$ cat config.mk
export PLATFORM = sky130hd
export DESIGN_NAME = nucleotide_packer_with_exception_mask
export DESIGN_NICKNAME = d
export VERILOG_FILES = /design/src/rtl/npk_pkg.sv /design/src/rtl/nucleotide_packer_with_exception_mask.sv
export SDC_FILE = /design/constraint.sdc
export NUM_CORES = 1
export LEC_CHECK = 0
export BUFFER_PORTS_ARGS = -buffer_cell sky130_fd_sc_hd__buf_4
export CAP_MARGIN = 20
export CORE_ASPECT_RATIO = 1.4
export CORE_MARGIN = 2
export CORE_UTILIZATION = 60
export CTS_CLUSTER_SIZE = 16
export DETAILED_ROUTE_END_ITERATION = 16
export GPL_TIMING_DRIVEN = 1
export PLACE_DENSITY = 0.85
export SETUP_SLACK_MARGIN = 0.2
export SYNTH_ARGS = -nofsm -noshare
export SYNTH_HDL_FRONTEND = slang
export SYNTH_SLANG_ARGS = --single-unit
$ cat constraint.sdc
create_clock -name clk -period 13.12 [get_ports clk]
set_input_delay 1.968 -clock clk [delete_from_list [all_inputs] [get_ports clk]]
set_output_delay 1.968 -clock clk [all_outputs]
set_load 0.01 [all_outputs]
$ cat src/rtl/npk_pkg.sv
// Package: constants and the base-coding function for the nucleotide packer.
package npk_pkg;

	localparam int unsigned SymW      = 8;
	localparam int unsigned CodeW     = 2;
	localparam int unsigned CountW    = 32;
	localparam int unsigned GroupSize = 32;
	localparam int unsigned GroupBits = $clog2(GroupSize);
	localparam int unsigned IndexW    = CountW - GroupBits;
	localparam int unsigned ExcW      = GroupSize;
	localparam int unsigned ByteW     = 8;
	localparam int unsigned DataW     = ByteW + ExcW + IndexW;
	localparam int unsigned TdataW    = ((DataW + 7) / 8) * 8;
	localparam int unsigned UserW     = 2;

	localparam logic [SymW-1:0] FoldMask = 8'hDF;
	localparam logic [SymW-1:0] ChA      = 8'h41;
	localparam logic [SymW-1:0] ChC      = 8'h43;
	localparam logic [SymW-1:0] ChG      = 8'h47;
	localparam logic [SymW-1:0] ChT      = 8'h54;

	localparam logic [CodeW-1:0] CodeA = 2'd0;
	localparam logic [CodeW-1:0] CodeC = 2'd1;
	localparam logic [CodeW-1:0] CodeG = 2'd2;
	localparam logic [CodeW-1:0] CodeT = 2'd3;

	typedef struct packed {
		logic             exc;
		logic [CodeW-1:0] code;
	} base_t;

	function automatic base_t encode_base(input logic [SymW-1:0] sym);
		logic [SymW-1:0] ch;
		base_t           b;
		ch = sym & FoldMask;
		b.exc = 1'b0;
		unique case (ch)
			ChA:     b.code = CodeA;
			ChC:     b.code = CodeC;
			ChG:     b.code = CodeG;
			ChT:     b.code = CodeT;
			default: begin
				b.code = CodeA;
				b.exc  = 1'b1;
			end
		endcase
		return b;
	endfunction

endpackage

$ cat src/rtl/nucleotide_packer_with_exception_mask.sv
// Top level: 2-bit nucleotide packer with a 32-symbol exception mask.
//
// Input stream (s_axis): one character per word in s_axis_tdata[7:0]. Case is
// folded; A/C/G/T code as 0..3, anything else codes as 0 and flags an exception.
// Output stream (m_axis): one word per four symbols. tdata carries the packed
// byte (earliest base in bits 7:6), the 32-bit exception word (earliest symbol
// in bit 31) and the 27-bit group index. tuser[0] marks the packed byte,
// tuser[1] marks a nonzero exception word, sent on every 32nd symbol only.
//
// Order: the fourth symbol of a byte is registered at acceptance; the result
// register loads from the input register once no result is held unread.
// Throughput: one symbol per cycle unless a completing symbol waits; the state
// update is a shift and a 32-bit increment between input and result registers.
// Stall: a symbol that completes no byte never waits; a completing symbol waits
// in the input register while a result is held unread, and s_axis_tready drops.
// Reset: the counter, partial codes and exception bits clear, both
// stages empty.
module nucleotide_packer_with_exception_mask
	import npk_pkg::*;
(
	input  logic              clk,
	input  logic              arst_n,
	input  logic              s_axis_tvalid,
	output logic              s_axis_tready,
	input  logic [SymW-1:0]   s_axis_tdata,   // [7:0] symbol
	output logic              m_axis_tvalid,
	input  logic              m_axis_tready,
	output logic [TdataW-1:0] m_axis_tdata,   // [7:0] packed_byte, [39:8] exception_word,
	                                          // [66:40] word_index, rest zero
	output logic [UserW-1:0]  m_axis_tuser    // [0] byte_valid, [1] word_valid
);

	logic              valid_s1;
	logic [SymW-1:0]   symbol_s1;
	logic [5:0]        partial_q;
	logic [ExcW-2:0]   exc_bits_q;
	logic [CountW-1:0] count_q;

	logic              out_valid_q;
	logic [ByteW-1:0]  byte_q;
	logic              word_valid_q;
	logic [ExcW-1:0]   exc_word_q;
	logic [IndexW-1:0] index_q;

	base_t             base;
	logic [ByteW-1:0]  codes;
	logic [ExcW-1:0]   bits;
	logic              byte_done;
	logic              word_done;
	logic              advance;
	logic              out_free;

	always_comb begin
		base      = encode_base(symbol_s1);
		codes     = {partial_q, base.code};
		bits      = {exc_bits_q, base.exc};
		byte_done = (count_q[1:0] == 2'b11);
		word_done = (count_q[GroupBits-1:0] == {GroupBits{1'b1}});
		out_free  = !out_valid_q || m_axis_tready;
		advance   = valid_s1 && (!byte_done || out_free);
	end

	assign s_axis_tready = !valid_s1 || advance;

	always_ff @(posedge clk or negedge arst_n) begin
		if (!arst_n) begin
			valid_s1 <= 1'b0;
		end else if (s_axis_tready) begin
			valid_s1 <= s_axis_tvalid;
		end
	end

	always_ff @(posedge clk) begin
		if (s_axis_tready && s_axis_tvalid) begin
			symbol_s1 <= s_axis_tdata;
		end
	end

	always_ff @(posedge clk or negedge arst_n) begin
		if (!arst_n) begin
			partial_q  <= '0;
			exc_bits_q <= '0;
			count_q    <= '0;
		end else if (advance) begin
			count_q    <= count_q + CountW'(1);
			partial_q  <= byte_done ? 6'd0 : codes[5:0];
			exc_bits_q <= word_done ? '0 : bits[ExcW-2:0];
		end
	end

	always_ff @(posedge clk or negedge arst_n) begin
		if (!arst_n) begin
			out_valid_q <= 1'b0;
		end else if (out_free) begin
			out_valid_q <= advance && byte_done;
		end
	end

	// zero the exception fields unless this closes a group with exceptions
	always_ff @(posedge clk) begin
		if (out_free && advance && byte_done) begin
			byte_q <= codes;
			if (word_done && (bits != '0)) begin
				word_valid_q <= 1'b1;
				exc_word_q   <= bits;
				index_q      <= count_q[CountW-1:GroupBits];
			end else begin
				word_valid_q <= 1'b0;
				exc_word_q   <= '0;
				index_q      <= '0;
			end
		end
	end

	assign m_axis_tvalid = out_valid_q;
	assign m_axis_tdata  = {{(TdataW-DataW){1'b0}}, index_q, exc_word_q, byte_q};
	assign m_axis_tuser  = {word_valid_q, 1'b1};

endmodule

==> metrics.md <==
| Metric | Value |
|---|---|
| Crit Path Category | in2out |
| First-pass GRT wire length | between 15000 and 20000 um |
| Async S/R FF share, synth | between 40 and 50% |
| Dpl cells | around 660 |
| Slew of the pin with the lowest slew margin | about 900 ps |
| CP startpoint kind | input pin |
| Clock skew | 5.31 ps |
| Post-synth EDFFs | 75 |
| Vias in the first global route | about 3700 |
| Total GRT Usage | 21.7% |
| CTS clk-pin slew, worst paths | approximately 60 ps |
| Final wirelength | approximately 11000 um |
| PostCTS Resize Cnt | 0 |
| DIE HEIGHT | about 120 um |
| Setup TNS | 0 ps |
| Clk buf depth | 2 |
| Cell row count | between 40 and 50 |
| Post-DRT Antenna Nets | 0 |
| Crit-path max cell delay | 430 ps |
| Insertion delay to the later sink of the worst-skew pair | roughly 420 ps |
| Leakage power | a little over 3 nW |
| Initial antenna violation count | 0 |
| ANT cells | 0 |
| Die area | 10800 sq um |
| Crit-path cells | buf_4 > nor2b_1 > nand3_1 > buf_4 |
| # clock sinks | 146 |
| Post-Synthesis Cells | ~470 |
| WL per Instance | 15.7 um |
| Pin count of the biggest net entering global routing | 92 |
| Max cap viols | 0 |
| Vias/cell | between 5 and 6 |
| Main synth FF type | edfxtp_1 |
| Most frequent cells in the layout | buf_4, edfxtp_1, dfrtp_1 |
| PD cells | between 150 and 200 nW/um^2 |
| Synth-to-layout area growth | 21.4% |
| PortBufs | 80 |
| CTS tree | done |
| Drt drc | 0 |
| Setup slack after layout | slightly above 8000 ps |
| Post-DP HPWL | about 6600 um |
| Required time of the critical path | about 11000 ps |
| VDD IR max | about 0.00013 V |
| Final Net Count | between 500 and 600 |
| Share of the clock period used by the worst path | between 30% and 40% |
| Postcts setup bufs | 0 |
| Max_slew headroom | 41.0% |
| Synthesis-stage register bit count | approximately 150 |
| Proportion of layout cells with a drive suffix above 1 | around 22% |
| Data arrival, critical path | 2920 ps |
| Final setup viols | 0 |
| CTS buffer count | 17 |
| Root buf cell | clkbuf_16 |
| CORE AREA | a little under 10000 sq um |
| Mapped Area | roughly 6000 sq um |
| Post-Syn Area per Cell | about 13 sq um |
| Setup WS pre-CTS | between 8000 and 9000 ps |
| H-tree Lvls | 4 |
| Highest Clock Rate | around 200 MHz |
| CP max stage cell | nor2b_1 |
| CP Buf/Inv Count | 2 |
| Via count | about 3800 |
| RePlAce Congestion | between 0.8 and 0.9 |
| Max-slew violation count | 0 |
| Commonest non-fill, non-tap cell in the layout | buf_4 |
| Clock period minus worst slack | around 5000 ps |
| CP Capture Type | output port |
| Hold buffers post-CTS | 0 |
| Die W | slightly below 90 um |
| Worst path top cell family by delay | simple AND/OR/NAND/NOR gates |
| Share of the yosys chip area belonging to registers | ~67% |
| Post-Layout Cell Count | 691 |
| Final Hold Viols | 0 |
| Drt pass-1 iters | 4 |
| RSZ-0062 raised after global routing | no |
| Ys Warns | 0 |
| Grt total ovfl | 0 |
| Post-synthesis cell type count | 41 |
| Initial Utilization | 61.2% |
| Outcome | complete, no violations |
| CP max FO | 7 |
| 1st-iter DRT viols | 392 |
| Top Ports | slightly below 90 |
| Most used cell, CP | buf_4 |
| Hold Path Class | reg2reg |
## routing by layer
layer / up-vias / GRT usage (%) / wire [um]
met5: - / 0 / 0
met4: 0 / 8.43 / 178
met3: 16 / 6.19 / 407
met2: 115 / 36.3 / 5840
met1: 1872 / 26.5 / 4420
li1: 1776 / - / -
## through the flow
stage | utilization (%) | power [W] | instance area [sq um] | hold slack (ps)
finish | 74.3 | 0.00138 | 7270 | 469
CTS | 73.8 | 0.00138 | 7230 | 471
floorplan | - | 0.000796 | 6000 | 425
global route | 74.3 | 0.00145 | 7270 | 478
global placement | 67.7 | 0.000878 | 6630 | 441
detailed placement | 67.7 | 0.000895 | 6630 | 457
## registers in the layout (all words and copies together) (netlist names)
name           cells
index_q           27
count_q           32
partial_q          6
valid_s1           1
symbol_s1          7
exc_bits_q        31
word_valid_q       1
byte_q             8
m_axis_tvalid      1
exc_word_q        32
## cell families after synthesis
group | Yosys count | synth area share [%]
AO/OA/AOI/OAI | 37 | 3.32
XOR/XNOR | 30 | 4.39
adder cells (fa/ha/maj) | 2 | 0.418
buffers and inverters | 34 | 3.05
flip-flops | 146 | 67.3
multiplexers | 2 | 0.376
other | 2 | 0.125
AND/OR/NAND/NOR | 215 | 21.1
## cell type report
type / instances / area (sq um)
Sequential cell: 146 / 4030
Clock inverter: 14 / 170
Timing Repair Buffer: 84 / 663
Inverter: 2 / 7.51
Clock buffer: 18 / 429
Multi-Input combinational cell: 292 / 1810
Fill cell: 621 / 2520
Tap cell: 135 / 169
## path summary, 6_finish.rpt
check / from / to / slack (ps) / depth (start not counted)
worst max-delay path: m_axis_tready / s_axis_tready / 8230 / 4
worst min-delay path: partial_q[5]$_DFFE_PN0P_ / byte_q[7]$_DFFE_PP_ / 470 / 0
worst max register to register: exc_bits_q[28]$_DFFE_PN0P_ / index_q[7]$_SDFFCE_PN0P_ / 10510 / 4
worst min register to register: partial_q[5]$_DFFE_PN0P_ / byte_q[7]$_DFFE_PP_ / 470 / 0
max in group asynchronous: arst_n / count_q[14]$_DFFE_PN0P_ / 10870 / 1
min in group asynchronous: arst_n / exc_bits_q[13]$_DFFE_PN0P_ / 1660 / 1
## where the power goes
| part | switching (W) | internal, W | total [W] | leakage, nW |
|---|---|---|---|---|
| Combinational | 0.000131 | 0.000109 | 0.000240 | 1.13 |
| Sequential | 0.0000711 | 0.000583 | 0.000655 | 1.63 |
| Clock | 0.000175 | 0.000313 | 0.000488 | 0.298 |
## cells in the mapped netlist (8+ instances only)
cell / count / share of area [%]
xnor2_1: 15 / 2.2
buf_4: 8 / 1.0
and3_1: 32 / 3.3
nand2_1: 49 / 3.1
and2_1: 35 / 3.7
nor4_1: 8 / 0.84
edfxtp_1: 75 / 38
nand4_1: 8 / 0.84
xor2_1: 15 / 2.2
nand2b_1: 30 / 3.1
o21ai_0: 31 / 2.6
dfrtp_1: 71 / 30
clkbuf_1: 19 / 1.2
nand3_1: 13 / 1.1
No activity file was read; power rests on OpenSTA's default activity.
